--- config.mk ---
export PLATFORM = sky130hd
export DESIGN_NAME = rme_norm_cell
export DESIGN_NICKNAME = d
export VERILOG_FILES = /design/src/hdl/rotation_matrix_euler_trig_core_macros.svh /design/src/hdl/rme_pkg.sv /design/src/hdl/rme_norm_cell.sv
export SDC_FILE = /design/constraint.sdc
export NUM_CORES = 1
export LEC_CHECK = 0
export BUFFER_PORTS_ARGS = -buffer_cell sky130_fd_sc_hd__buf_2
export CAP_MARGIN = 10
export CORE_MARGIN = 2
export CORE_UTILIZATION = 25
export CTS_BUF_LIST = sky130_fd_sc_hd__clkbuf_16
export DETAILED_ROUTE_END_ITERATION = 12
export GPL_ROUTABILITY_DRIVEN = 0
export PLACE_DENSITY = 0.42
export SYNTH_ARGS = -nofsm -noshare
export SYNTH_HDL_FRONTEND = slang
export SYNTH_SLANG_ARGS = --single-unit
--- constraint.sdc ---
create_clock -name i_clk -period 10.9 [get_ports i_clk]
set_input_delay 2.18 -clock i_clk [delete_from_list [all_inputs] [get_ports i_clk]]
set_output_delay 2.18 -clock i_clk [all_outputs]
set_load 0.005 [all_outputs]
--- src/hdl/rotation_matrix_euler_trig_core_macros.svh ---
// Assertion macros shared by the rotation matrix trig core.
`ifndef ROTATION_MATRIX_EULER_TRIG_CORE_MACROS_SVH
`define ROTATION_MATRIX_EULER_TRIG_CORE_MACROS_SVH

// Same-cycle implication, sampled on i_clk, off during reset.
`define RME_ASSERT_NOW(lbl, ante, cons, msg) \
    lbl: assert property (@(posedge i_clk) disable iff (!i_rst_n) (ante) |-> (cons)) \
        else $error(msg);

// Next-cycle implication, sampled on i_clk, off during reset.
`define RME_ASSERT_NEXT(lbl, ante, cons, msg) \
    lbl: assert property (@(posedge i_clk) disable iff (!i_rst_n) (ante) |=> (cons)) \
        else $error(msg);

`endif

--- src/hdl/rme_pkg.sv ---
// Types, constants and helpers of the rotation matrix trig core.
package rme_pkg;

    localparam logic [14:0] ONE_Q14    = 15'd16384;
    localparam logic [28:0] ONE_SQ     = 29'd268435456;
    localparam int          NORM_STEPS = 15;
    localparam int          DIV_STEPS  = 17;
    localparam int          N_NLANES   = 5;
    localparam int          N_DLANES   = 2;

    // norm lane order
    localparam int L_YC = 0;
    localparam int L_YS = 1;
    localparam int L_RC = 2;
    localparam int L_RS = 3;
    localparam int L_SQ = 4;
    // divide lane order
    localparam int D_C = 0;
    localparam int D_S = 1;

    // pipeline stage numbers
    localparam int ST_INIT = 1;
    localparam int ST_NEND = ST_INIT + NORM_STEPS;
    localparam int ST_PREP = ST_NEND + 1;
    localparam int ST_DEND = ST_PREP + DIV_STEPS;
    localparam int ST_OUT  = ST_DEND + 1;

    typedef struct packed {
        logic signed [63:0] rem;
        logic signed [47:0] acc;
        logic        [29:0] s;
        logic        [14:0] q;
    } t_norm;

    typedef struct packed {
        logic [29:0] rem;
        logic [15:0] d;
        logic [16:0] q;
    } t_div;

    typedef struct packed {
        logic               nx_neg;
        logic               ex_neg;
        logic               cy_neg;
        logic               cz_neg;
        logic               pit90;
        logic               yaw_zero;
        logic               roll_zero;
        logic signed [15:0] cx;
        logic        [14:0] mcy;
        logic        [14:0] mcz;
        logic        [14:0] ycos;
        logic        [14:0] ysin;
        logic        [14:0] rcos;
        logic        [14:0] rsin;
        logic        [14:0] cp;
        logic               ovf_c;
        logic               ovf_s;
    } t_side;

    typedef struct packed {
        logic signed [15:0] sin_yaw;
        logic signed [15:0] pitch_sin;
        logic signed [15:0] roll_sin;
        logic signed [15:0] cos_yaw;
        logic        [14:0] pitch_cos;
        logic signed [15:0] roll_cos;
    } t_result;

    function automatic logic signed [15:0] f_clamp(input logic signed [15:0] x);
        logic signed [15:0] r;
        r = x;
        if (x > $signed({1'b0, ONE_Q14})) r = $signed({1'b0, ONE_Q14});
        if (x < -$signed({1'b0, ONE_Q14})) r = -$signed({1'b0, ONE_Q14});
        return r;
    endfunction

    function automatic logic [14:0] f_mag(input logic signed [15:0] x);
        logic signed [15:0] a;
        a = (x < 0) ? -x : x;
        return a[14:0];
    endfunction

    function automatic logic [14:0] f_sat_one(input logic [14:0] q);
        return (q > ONE_Q14) ? ONE_Q14 : q;
    endfunction

    function automatic logic signed [15:0] f_apply(input logic neg, input logic [14:0] m);
        logic signed [15:0] v;
        v = $signed({1'b0, m});
        return neg ? -v : v;
    endfunction

    // remainder starts at A - s, accumulator at (2q-1)s with q = 0
    function automatic t_norm f_norm_init(input logic [58:0] a, input logic [29:0] s);
        t_norm r;
        r.rem = $signed({5'b0, a}) - $signed({34'b0, s});
        r.acc = -$signed({18'b0, s});
        r.s   = s;
        r.q   = '0;
        return r;
    endfunction

endpackage

--- src/hdl/rme_norm_cell.sv ---
// One bit of the scaled square root search: keeps (2q-1)^2 * s <= A.
module rme_norm_cell (
    input  logic          i_clk,
    input  logic          i_en,
    input  logic [3:0]    i_pos,
    input  rme_pkg::t_norm i_d,
    output rme_pkg::t_norm o_d
);
    import rme_pkg::*;

    logic [5:0]         w_sh_acc;
    logic [5:0]         w_sh_s;
    logic signed [63:0] w_t;
    t_norm              n_d;

    assign w_sh_acc = {2'b0, i_pos} + 6'd2;
    assign w_sh_s   = {1'b0, i_pos, 1'b0} + 6'd2;

    always_comb begin
        // growth of k^2 * s when this bit is set
        w_t = (64'($signed(i_d.acc)) <<< w_sh_acc) + ($signed({34'b0, i_d.s}) <<< w_sh_s);
        n_d = i_d;
        if (w_t <= $signed(i_d.rem)) begin
            n_d.rem = $signed(i_d.rem) - w_t;
            n_d.q   = i_d.q | (15'd1 << i_pos);
            n_d.acc = $signed(i_d.acc) + ($signed({18'b0, i_d.s}) <<< ({2'b0, i_pos} + 6'd1));
        end
    end

    always_ff @(posedge i_clk) begin
        if (i_en) begin
            o_d <= n_d;
        end
    end

endmodule

==> flow_metrics.py <==
metrics = {
    "synthesis": {
        "yosys_warnings": 0,
        "synth_area_mm2": 0.0225,
        "syn_inst": 2938,
        "ys.flop_type": "edfxtp_1",
        "ys_types": 81,
        "async_flop_share_pct": 0,
        "syn_avg_cell_area_um2": 7.67,
        "ys_ff_latch": 157,
        "yosysSeqAreaShare_pct": 20.9,
        "synth_edf_count": 157,
        "synth_nets": 3286,
    },
    "setup_path": {
        "cp_num_buf_inv": 7,
        "critical_path_class": "in -> reg",
        "critPathLaunchType": "primary input",
        "slowest_delay_ps": 540,
        "crit_start": "i_pos[0]",
        "cp.depth": 37,
        "cpMostUsedCell": "nor2_1",
        "path_max_fanout": 31,
        "crit_family": "compound AO/OA/AOI/OAI gates",
        "cp-endpoint": "o_d[11]",
        "cp_data_required_time_ps": 11180,
        "cp-end-kind": "flop",
        "cp.arrival_ps": 10220,
        "cpMaxStageDelayCell": "or4_1",
    },
    "detailed_routing": {
        "wirelength_mm": 96.6,
        "avgViaCountPerCell": 5.29,
        "vias": 22900,
        "avgRoutedWirePerCell_um": 22.3,
        "antenna_left": 0,
        "drt-initial-drc-count": 1930,
        "drc_errors": 0,
        "dr.pass1.iters": 7,
    },
    "sta": {
        "rsz0062_at_grt": "no",
        "post-route-period-util_pct": 91.2,
        "setup_violations": 0,
        "worstMarginPinSlew_ps": 944,
        "period_minus_slack_ps": 9940,
        "finalSetupTns_ps": 0,
        "finalHoldViolCount": 0,
        "worst_slack_ps": 958,
        "relSlewSlack_pct": 37.0,
        "fmax_mhz": 101,
        "slew_violations": 0,
    },
    "clocking": {
        "ctsHtreeMaxLevel": 4,
        "clk_pin_slew_worst_paths_ps": 70,
        "postCtsHoldBufs": 0,
        "cts_resized": 0,
        "cts_setup_buffers": 0,
        "cts_buffer_depth": 2,
        "cts_tree": "built",
        "root_buffer": "clkbuf_16",
        "numCtsBuffers": 17,
        "numClockSinks": 157,
    },
    "final_layout": {
        "final_cells": 4332,
        "layout_commonest_cell": "nand2_1",
        "finalNetCount": 3490,
        "drive_gt1_share_pct": 16.6,
        "final_core_util_pct": 29.0,
        "synthToLayoutAreaGrowth_pct": 15.3,
        "largestRegisters": "o_d x157",
        "multiInputGateArea_mm2": 0.0169,
        "mostFrequentLayoutCells": "nand2_1 (380), a21oi_1 (336), nor2_1 (332)",
        "postLayoutCellArea_mm2": 0.0260,
        "regArea_mm2": 0.00471,
        "largest_register": "o_d",
        "largest_reg_flops": 157,
        "nFillCells": 9817,
    },
    "grt": {
        "gr-total-overflow": 0,
        "grt_pass1_vias": 22000,
        "grt_pass1_wl_mm": 143,
        "antenna_found_initial": 5,
        "grt_max_degree": 73,
        "grtUsageTotal_pct": 20.4,
    },
    "placement": {
        "portBuffers": 319,
        "pre_cts_slack_ps": 527,
        "dpl.hpwl_mm": 80.2,
        "dp.cells": 4299,
        "dpl_cell_area_mm2": 0.0254,
    },
    "power": {
        "p_per_area_mw_per_mm2": 224,
        "p_leak_nw": 11.0,
        "ir_drop_uv": 149,
    },
    "floorplanning": {
        "num_io_pins": 320,
        "row_count": 110,
        "core_mm2": 0.0896,
        "fp.dieW_um": 304,
        "start_util_pct": 25.1,
        "dieArea_mm2": 0.0925,
        "dieHeight_um": 304,
    },
    "run_status": {
        "status": "finished, final reports clean",
    },
    "min_path": {
        "worstHoldStart": "i_d[30]",
        "hp-class": "in -> reg",
        "whs_path_depth": 1,
    },
    "flow_run": {
        "max_cap_violations": 0,
    },
}
[final cells by class]
| cell class | count | area share, % |
|---|---|---|
| timing repair buffer | 379 | 8.15 |
| clock buffer | 17 | 1.64 |
| tap | 1176 | 5.66 |
| inverter | 63 | 0.910 |
| clock inverter | 15 | 0.583 |
| antenna | 1 | 0.00963 |
| multi-input combinational | 2524 | 64.9 |
| sequential | 157 | 18.1 |
[logic make-up (layout without fill, tap and decap cells)]
family	after synthesis	after routing	share of synthesized area (%)
AOI/OAI and AO/OA	994	994	27.3
xor gates and xnor gates	162	162	6.30
adders and majority gates	185	185	10.4
buffers and inverters	257	474	4.52
DFF	157	157	20.9
muxes	189	189	11.1
other	0	1	0
and+or+nand+nor	994	994	19.5
[per-layer routing]
| layer | vias up | global-route usage (%) | share of wire, % |
|---|---|---|---|
| met5 | - | 0 | 0.034 |
| met4 | 6 | 8.01 | 3.7 |
| met3 | 124 | 3.09 | 4.6 |
| met2 | 722 | 34.1 | 47 |
| met1 | 10800 | 26.3 | 44 |
| li1 | 11300 | - | - |
[through the flow]
step | hold WS, ps | total power (W)
CTS | 1830 | 0.00588
floorplan | 2280 | 0.00386
detailed placement | 2420 | 0.00520
global placement | 2410 | 0.00524
finish | 1880 | 0.00583
global route | 1860 | 0.00635
[power by group]
group / switching (W) / internal [W]
Combinational: 0.00255 / 0.00158
Sequential: 0.0000682 / 0.00101
Clock: 0.000311 / 0.000320
[cell usage after synthesis (all sizes together), types with 48 or more instances]
cell | count | share of area (%)
nand2 | 382 | 6.4
a21oi | 336 | 7.5
nor2 | 332 | 5.5
o21ai | 234 | 5.2
ha | 182 | 10
edfxtp | 157 | 21
clkbuf | 146 | 2.4
mux2i | 112 | 5.0
a21o | 97 | 3.2
xnor2 | 94 | 3.7
xor2 | 68 | 2.6
inv | 61 | 1.0
nand4 | 56 | 1.6
buf | 48 | 1.0
[worst min path at each step]
stage / endpoint / slack, ps
2_1_floorplan: o_d[15] / 2280
3_3_place_gp: o_d[30] / 2410
3_5_place_dp: o_d[30] / 2420
4_1_cts: o_d[30] / 1830
5_1_grt: o_d[38] / 1860
6_report: o_d[30] / 1880
Power figures use the tool's default switching activity.
