**src/hdl/rotation_matrix_euler_trig_core_macros.svh**
```systemverilog
// Assertion macros shared by the rotation matrix trig core.
`ifndef ROTATION_MATRIX_EULER_TRIG_CORE_MACROS_SVH
`define ROTATION_MATRIX_EULER_TRIG_CORE_MACROS_SVH

// Same-cycle implication, sampled on i_clk, off during reset.
`define RME_ASSERT_NOW(lbl, ante, cons, msg) \
    lbl: assert property (@(posedge i_clk) disable iff (!i_rst_n) (ante) |-> (cons)) \
        else $error(msg);

// Next-cycle implication, sampled on i_clk, off during reset.
`define RME_ASSERT_NEXT(lbl, ante, cons, msg) \
    lbl: assert property (@(posedge i_clk) disable iff (!i_rst_n) (ante) |=> (cons)) \
        else $error(msg);

`endif

```
**src/hdl/rme_pkg.sv**
```systemverilog
// Types, constants and helpers of the rotation matrix trig core.
package rme_pkg;

    localparam logic [14:0] ONE_Q14    = 15'd16384;
    localparam logic [28:0] ONE_SQ     = 29'd268435456;
    localparam int          NORM_STEPS = 15;
    localparam int          DIV_STEPS  = 17;
    localparam int          N_NLANES   = 5;
    localparam int          N_DLANES   = 2;

    // norm lane order
    localparam int L_YC = 0;
    localparam int L_YS = 1;
    localparam int L_RC = 2;
    localparam int L_RS = 3;
    localparam int L_SQ = 4;
    // divide lane order
    localparam int D_C = 0;
    localparam int D_S = 1;

    // pipeline stage numbers
    localparam int ST_INIT = 1;
    localparam int ST_NEND = ST_INIT + NORM_STEPS;
    localparam int ST_PREP = ST_NEND + 1;
    localparam int ST_DEND = ST_PREP + DIV_STEPS;
    localparam int ST_OUT  = ST_DEND + 1;

    typedef struct packed {
        logic signed [63:0] rem;
        logic signed [47:0] acc;
        logic        [29:0] s;
        logic        [14:0] q;
    } t_norm;

    typedef struct packed {
        logic [29:0] rem;
        logic [15:0] d;
        logic [16:0] q;
    } t_div;

    typedef struct packed {
        logic               nx_neg;
        logic               ex_neg;
        logic               cy_neg;
        logic               cz_neg;
        logic               pit90;
        logic               yaw_zero;
        logic               roll_zero;
        logic signed [15:0] cx;
        logic        [14:0] mcy;
        logic        [14:0] mcz;
        logic        [14:0] ycos;
        logic        [14:0] ysin;
        logic        [14:0] rcos;
        logic        [14:0] rsin;
        logic        [14:0] cp;
        logic               ovf_c;
        logic               ovf_s;
    } t_side;

    typedef struct packed {
        logic signed [15:0] sin_yaw;
        logic signed [15:0] pitch_sin;
        logic signed [15:0] roll_sin;
        logic signed [15:0] cos_yaw;
        logic        [14:0] pitch_cos;
        logic signed [15:0] roll_cos;
    } t_result;

    function automatic logic signed [15:0] f_clamp(input logic signed [15:0] x);
        logic signed [15:0] r;
        r = x;
        if (x > $signed({1'b0, ONE_Q14})) r = $signed({1'b0, ONE_Q14});
        if (x < -$signed({1'b0, ONE_Q14})) r = -$signed({1'b0, ONE_Q14});
        return r;
    endfunction

    function automatic logic [14:0] f_mag(input logic signed [15:0] x);
        logic signed [15:0] a;
        a = (x < 0) ? -x : x;
        return a[14:0];
    endfunction

    function automatic logic [14:0] f_sat_one(input logic [14:0] q);
        return (q > ONE_Q14) ? ONE_Q14 : q;
    endfunction

    function automatic logic signed [15:0] f_apply(input logic neg, input logic [14:0] m);
        logic signed [15:0] v;
        v = $signed({1'b0, m});
        return neg ? -v : v;
    endfunction

    // remainder starts at A - s, accumulator at (2q-1)s with q = 0
    function automatic t_norm f_norm_init(input logic [58:0] a, input logic [29:0] s);
        t_norm r;
        r.rem = $signed({5'b0, a}) - $signed({34'b0, s});
        r.acc = -$signed({18'b0, s});
        r.s   = s;
        r.q   = '0;
        return r;
    endfunction

endpackage

```
**src/hdl/rme_div_cell.sv**
```systemverilog
// One quotient bit of a restoring divide.
module rme_div_cell (
    input  logic          i_clk,
    input  logic          i_en,
    input  logic [4:0]    i_pos,
    input  rme_pkg::t_div i_d,
    output rme_pkg::t_div o_d
);
    import rme_pkg::*;

    logic [32:0] w_sub;
    t_div        n_d;

    assign w_sub = {17'b0, i_d.d} << i_pos;

    always_comb begin
        n_d = i_d;
        if ({3'b0, i_d.rem} >= w_sub) begin
            n_d.rem = i_d.rem - w_sub[29:0];
            n_d.q   = i_d.q | (17'd1 << i_pos);
        end
    end

    always_ff @(posedge i_clk) begin
        if (i_en) begin
            o_d <= n_d;
        end
    end

endmodule

```
**config.mk**
```make
export PLATFORM = sky130hd
export DESIGN_NAME = rme_div_cell
export DESIGN_NICKNAME = d
export VERILOG_FILES = /design/src/hdl/rotation_matrix_euler_trig_core_macros.svh /design/src/hdl/rme_pkg.sv /design/src/hdl/rme_div_cell.sv
export SDC_FILE = /design/constraint.sdc
export NUM_CORES = 1
export LEC_CHECK = 0
export BUFFER_PORTS_ARGS = -buffer_cell sky130_fd_sc_hd__buf_2
export CORE_MARGIN = 2
export CORE_UTILIZATION = 55
export CTS_CLUSTER_DIAMETER = 60
export DETAILED_ROUTE_END_ITERATION = 8
export MAX_ROUTING_LAYER = met4
export PLACE_DENSITY = 0.81
export REMOVE_ABC_BUFFERS = 1
export SYNTH_ARGS = -nofsm -noshare
export SYNTH_HDL_FRONTEND = slang
export SYNTH_SLANG_ARGS = --single-unit
```
**constraint.sdc**
```tcl
create_clock -name i_clk -period 6.45 [get_ports i_clk]
set_input_delay 0.645 -clock i_clk [delete_from_list [all_inputs] [get_ports i_clk]]
set_output_delay 0.645 -clock i_clk [all_outputs]
set_load 0.005 [all_outputs]
```
==> reports/metrics.yaml, run 1 <==
status:
  status: "complete, no violations"
power_and_ir_drop:
  power.density_nw_per_um2: 221.7
  vdd_ir_drop_max_mv: 0.1252
  p_leak_nw: 2.614
worst_setup_path:
  crit_arrival_ns: 5.39
  crit_path_max_fanout: 38
  worstPathRequired_ns: 6.60
  startpoint: "i_pos[0]"
  cp_common_cell: "mux2i_1"
  critical_path_class: "in2reg"
  critPathMaxStageDelay_ns: 0.70
  path_cells: "buf_2 -> mux2i_1 -> mux2_2 -> o21ai_0 -> mux2i_1 -> or2_2 -> ha_1 -> inv_1 -> o31ai_1 -> nor2_1 -> and4b_1 -> o21ai_2 -> a21oi_1 -> a221o_2 -> buf_4 -> o41ai_2"
  cp-endpoint: "o_d[4]"
  endpoint_kind: "register"
  worstSetupStartpointType: "primary input"
  slowest_stage: "a221o_2"
finish:
  nets: 748
  largest_register_ffs: 63
  diodes: 0
  design_area_sq_um: 6092
  largest-register: "o_d"
  drive_gt1_share_pct: 30.37
  syn_to_final_growth_pct: 17.13
  final_core_util_pct: 66.24
  nFillCells: 747
  seqCellArea_sq_um: 1892
  reg.largest.list: "o_d (63)"
  multiInputGateArea_sq_um: 3118
synthesis:
  synthTopCellsByCount: "edfxtp_1, nor2_1, a21oi_1, nand2_1, ha_1"
  synth_top_area_cell: "edfxtp_1"
  synth.area.top_cells: "edfxtp_1, ha_1, mux2i_1"
  synth_edf_count: 63
  ys_seq_elements: 63
  synthCells: 527
  async_flop_share_pct: 0
  seq_area_frac_synth_pct: 36.37
  yosysMostFrequentCell: "edfxtp_1"
  yosys_most_used_dff: "edfxtp_1"
  syn_area_per_cell_sq_um: 9.870
  ys_types: 59
  synth_warnings: 0
  netlist.area_leader.share_pct: 36.37
  syn_area_sq_um: 5201
floorplan:
  io-pin-count: 133
  rows: 35
  floorplan.initialDensity_pct: 56.56
  chipHeight_um: 101.2
  dieArea_sq_um: 10250
  coreArea_sq_um: 9196
  die_w_um: 101.2
detailed_routing:
  viasPerCell: 5.903
  drc: 0
  drtIter0Drc: 185
  wire_per_inst_um: 18.06
  vias: 4504
  routed_wl_mm: 13.78
  ant_nets: 0
  firstDrtPassIters: 5
clock_tree:
  cts-buffers-inserted: 9
  cts_tree: "done"
  root_buffer: "clkbuf_8"
  cts.htree.levels: 3
  cts_buffer_depth: 2
  cts_hold_buf: 0
  cts_setup_buffers: 0
  cts_sinks: 63
  path_clk_slew_ns: 0.08
  cts_resized: 0
global_route:
  grt.met2_usage_pct: 46.61
  grt_use_total_pct: 27.42
  top_usage_layer: "met2"
  grtUsageMet3_pct: 5.797
  grt_overflow: 0
  antenna_found_initial: 0
  grt_pass1_wl_mm: 21.32
  grt_pass1_vias: 4360
  grt_max_degree: 64
  use_met1_pct: 33.52
timing:
  max_slew_margin_pct: 40.93
  final_max_slew_viol_count: 0
  holdWs_ns: 0.5030
  max_freq_ghz: 0.1908
  tns_ns: 0
  worst_slack_ns: 1.208
  tightest_slew_ns: 0.8860
  period_share_pct: 81.28
  min_period_ns: 5.242
  rsz0062_at_grt: "false"
  setup_viol: 0
  final_hold_viol_count: 0
place:
  port_buffers: 132
  post-dp-hpwl_mm: 10.61
  placedInstanceArea_sq_um: 5903
  gp_congestion: 0.9330
  dp_slack_ns: 0.8596
hold_path:
  hold_path_class: "in2reg"
job:
  drv_cap: 0
==> area by class of cell <==
type | instances | share of cell area, %
clock inverters | 6 | 1.006
inverters | 19 | 1.171
repair buffers | 135 | 11.21
clock buffers | 10 | 2.095
flip-flops and latches | 63 | 31.05
well taps | 111 | 2.280
multi-input cells | 419 | 51.18
==> stage by stage <==
step                      cells  total power, mW
after floorplan             501           0.8447
after global placement      747            1.005
after detailed placement    747            1.011
after CTS                   763            1.354
after global routing        763            1.422
final                       763            1.350
==> critical path: cells and delay by family <==
| kind | cells | cell delay (ns) |
|---|---|---|
| AO/OA/AOI/OAI | 6 | 1.88 |
| buffers and inverters | 3 | 1.08 |
| multiplexers | 3 | 0.75 |
| AND/OR/NAND/NOR | 3 | 0.66 |
| adder cells (fa/ha/maj) | 1 | 0.34 |
==> cells in the final DEF, fill, tap and decap left out, drive strengths merged, types with 4 or more instances in the layout <==
cell,instances
o21bai,12
nor2b,11
buf,135
nand2,38
xor2,8
a21oi,38
o21ai,28
or2,6
a211oi,5
clkinv,4
mux2i,28
a21boi,5
and3,5
o22ai,4
inv,19
mux2,37
o41ai,9
o31ai,4
a22oi,7
a21o,9
nor3,6
nand4,5
o21a,8
nand3,9
a31oi,5
edfxtp,63
xnor2,15
nor2,44
ha,30
clkbuf,10
nand2b,15
==> power by group <==
group,internal (mW),switching [mW]
clock,0.177,0.165
combinational,0.220,0.268
sequential,0.509,0.0108
total,0.907,0.444
==> metal layers <==
layer	share of wire, %	wire length, um
met2	49	6718
met1	43	5986
met5	0	0
met4	1.2	164
met3	6.6	908
==> kinds of logic after synthesis <==
family | share of synthesized area, %
XOR/XNOR | 3.873
multiplexers | 14.55
adder cells (fa/ha/maj) | 7.602
AND/OR/NAND/NOR | 14.27
flip-flops | 36.37
AO/OA/AOI/OAI | 19.63
buffers and inverters | 3.704
==> worst min path at each step <==
stage,depth (start not counted),end,from
floorplan,0,o_d[17],i_d[17]
global placement,1,o_d[26],i_d[26]
detailed placement,1,o_d[23],i_d[23]
CTS,1,o_d[23],i_d[23]
global route,1,o_d[25],i_d[25]
finish,1,o_d[25],i_d[25]
Power figures use the tool's default switching activity.
==> inputs of run 2 (changes only) <==
ABC_AREA = 1   (was not set)
clock period = 5.3 ns   (was 6.45 ns; I/O delays follow)
==> reports/metrics.yaml, run 2 <==
synthesis:
  synth_compound_area_share_pct: 9.987  # -9.6 points
  yosys_most_used_dff: "edfxtp_1"
  netlist.area_leader.share_pct: 33.78  # -2.6 points
  synth_edf_count: 63  # unchanged
  synthXorXnorAreaFrac_pct: 3.128  # -0.75 points
  synth_top_area_cell: "edfxtp_1"
  synthTopCellsByCount: "nand2_1, nand3_1, inv_1, nor2_1, edfxtp_1"
  synth_warnings: 0  # unchanged
  async_flop_share_pct: 0  # unchanged
  syn_area_sq_um: 5600  # +7.7%
  syn_area_per_cell_sq_um: 6.780  # -31%
  ys_seq_elements: 63  # unchanged
  synthCells: 826  # +57%
  synthAdderAreaFrac_pct: 7.060  # -0.54 points
  muxShareOfSynthArea_pct: 0.1787  # -14 points
  synth.area.top_cells: "edfxtp_1, nand2_1, nand3_1"
  synth_top_family_by_area: "simple AND/OR/NAND/NOR gates"
  yosysMostFrequentCell: "nand2_1"
  seq_area_frac_synth_pct: 33.78  # -2.6 points
  ys_types: 35  # -41%
  synthSimpleGateAreaFrac_pct: 36.68  # +22 points
timing:
  worst_slack_ns: 1.122  # -0.08539 ns
  min_period_ns: 4.178
  final_hold_viol_count: 0  # unchanged
  tightest_slew_ns: 0.6459  # -0.2401 ns
  setup_viol: 0  # unchanged
  max_freq_ghz: 0.2394
  tns_ns: 0  # unchanged
  max_slew_margin_pct: 56.48  # +16 points
  final_max_slew_viol_count: 0  # unchanged
  period_share_pct: 78.83
  rsz0062_at_grt: "false"
power_and_ir_drop:
  vdd_ir_drop_max_mv: 0.1487  # +19%
  p_seq_share_pct: 34.8  # -3.7 points
  p_clk_share_pct: 30.6  # +5.2 points
  comb_power_share_pct: 34.6  # -1.5 points
  power.density_nw_per_um2: 275.5  # +24%
  p_int_mw: 1.198  # +32%
  switchingPower_uw: 615.2  # +39%
  p_leak_nw: 3.275  # +25%
  switching_share_pct: 33.93  # +1.1 points
global_route:
  grt_pass1_wl_mm: 27.51  # +29%
  grt_overflow: 0  # unchanged
  antenna_found_initial: 0  # unchanged
  grt_max_degree: 49  # -23%
  grt_pass1_vias: 5400  # +24%
  grt_use_total_pct: 32.88  # +5.5 points
detailed_routing:
  drtIter0Drc: 511  # +180%
  drc: 0  # unchanged
  vias: 5980  # +33%
  firstDrtPassIters: 6  # +1
  viasPerCell: 5.517  # -6.5%
  ant_nets: 0  # unchanged
  wire_per_inst_um: 15.97  # -12%
  routed_wl_mm: 17.32  # +26%
floorplan:
  die_w_um: 104.9  # +3.6%
  chipHeight_um: 104.9  # +3.6%
  floorplan.initialDensity_pct: 57.03  # +0.48 points
  coreArea_sq_um: 9819  # +6.8%
  io-pin-count: 133  # unchanged
  dieArea_sq_um: 11010  # +7.4%
  rows: 36  # +2.9%
finish:
  final_cell_mix: "nand2_1, buf_2, nand3_1"
  diodes: 0  # unchanged
  layout_commonest_cell: "nand2_1"
  syn_to_final_growth_pct: 17.54
  final_core_util_pct: 67.04  # +0.79 points
  reg.largest.list: "o_d (63)"
  largest-register: "o_d"
  drive_gt1_share_pct: 17.14  # -13 points
  largest_register_ffs: 63  # unchanged
  nets: 1047  # +40%
worst_setup_path:
  worst-path-buf-inv: 5  # +2
  critical_path_class: "in2reg"
  worstPathRequired_ns: 5.40  # -1.20 ns
  crit_family: "simple AND/OR/NAND/NOR gates"
  critPathMaxStageDelay_ns: 0.36  # -0.34 ns
  cp_common_cell: "nand2_1"
  endpoint_kind: "register"
  path_cells: "buf_2 -> inv_1 -> nand2_1 -> nand2_1 -> o22ai_1 -> inv_1 -> nand2_1 -> o21ai_0 -> or2_2 -> ha_1 -> nand2_1 -> nor2_1 -> inv_1 -> nor3_1 -> nand2_1 -> nand3_1 -> nand2_1 -> nand2_1 -> nand2_1 -> nand2_1 -> nand2_1 -> buf_4 -> nand2_1 -> nand2_1"
  crit_arrival_ns: 4.28  # -1.11 ns
  crit_path_max_fanout: 24  # -37%
  worstSetupStartpointType: "primary input"
  slowest_stage: "inv_1"
clock_tree:
  cts.htree.levels: 3  # unchanged
  cts_hold_buf: 0  # unchanged
  cts_tree: "done"
  path_clk_slew_ns: 0.08  # about the same
  cts_resized: 0  # unchanged
  cts-buffers-inserted: 9  # unchanged
  cts_sinks: 63  # unchanged
  cts_setup_buffers: 0  # unchanged
  cts_buffer_depth: 2  # unchanged
  root_buffer: "clkbuf_8"
hold_path:
  hold_path_class: "in2reg"
  holdPathEnd: "o_d[23]"
  min_from: "i_d[23]"
  hold_depth: 1  # unchanged
status:
  status: "complete, no violations"
place:
  post-dp-hpwl_mm: 13.86  # +31%
  gp_congestion: 1.040  # +11%
  port_buffers: 132  # unchanged
  dp_slack_ns: 0.8715  # +0.01196 ns
job:
  drv_cap: 0  # unchanged
[run 2: changes by cell type after synthesis, moves of 10 or more]
cell | before | now
nor2_1 | 44 | 66
nand2_1 | 38 | 269
inv_1 | 18 | 93
nand2b_1 | 15 | 0
xnor2_1 | 15 | 5
mux2_4 | 10 | 0
mux2i_1 | 28 | 1
mux2_2 | 20 | 0
nand3_1 | 9 | 128
nor2b_1 | 11 | 0
[run 2: kinds of logic (layout without fill, tap and decap cells)]
family	after synthesis	in the layout
adders and majority gates	31	31
muxes	1	1
DFF	63	63
xor gates and xnor gates	20	20
buffers and inverters	124	249
AOI/OAI and AO/OA	98	98
and+or+nand+nor	489	489
[run 2: area by class of cell]
| type | count | area (sq um) |
|---|---|---|
| Fill cell | 945 | 3237 |
| Multi-Input combinational cell | 639 | 3202 |
| Sequential cell | 63 | 1892 |
| Timing Repair Buffer | 138 | 705.7 |
| Inverter | 95 | 356.6 |
| Tap cell | 133 | 166.4 |
| Clock inverter | 6 | 132.6 |
| Clock buffer | 10 | 127.6 |
[run 2: routing by layer]
layer,wire length [um],GRT usage [%],vias up
met5,0,-,-
met4,439,10.67,0
met3,1480,5.303,36
met2,7670,49.49,303
met1,7723,45.50,2661
li1,-,-,2980
[run 2: power by group through the flow]
stage,clock [mW],sequential [mW],combinational [mW]
3_3_place_gp,0,0.641,0.612
4_1_cts,0.566,0.631,0.616
2_1_floorplan,0,0.652,0.372
3_5_place_dp,0,0.642,0.613
6_report,0.555,0.631,0.627
5_1_grt,0.588,0.636,0.700
[run 2: how the worst max path moves through the flow]
stage,start,depth (start not counted),endpoint,slack (ns)
3_5_place_dp,i_pos[1],23,o_d[42],0.87
2_1_floorplan,i_pos[1],21,o_d[33],0.68
4_1_cts,i_pos[1],23,o_d[54],1.22
6_report,i_pos[1],24,o_d[54],1.12
5_1_grt,i_pos[1],24,o_d[54],0.61
3_3_place_gp,i_pos[1],24,o_d[38],0.86
[run 2: stage by stage]
step / cell area, sq um / hold slack (ns) / instances / total power [mW]
global placement: 6322 / 0.7406 / 1068 / 1.253
finish: 6583 / 0.3877 / 1084 / 1.813
CTS: 6583 / 0.3695 / 1084 / 1.813
global route: 6583 / 0.3716 / 1084 / 1.923
detailed placement: 6322 / 0.7431 / 1068 / 1.255
floorplan: 5443 / 0.6289 / 797 / 1.024
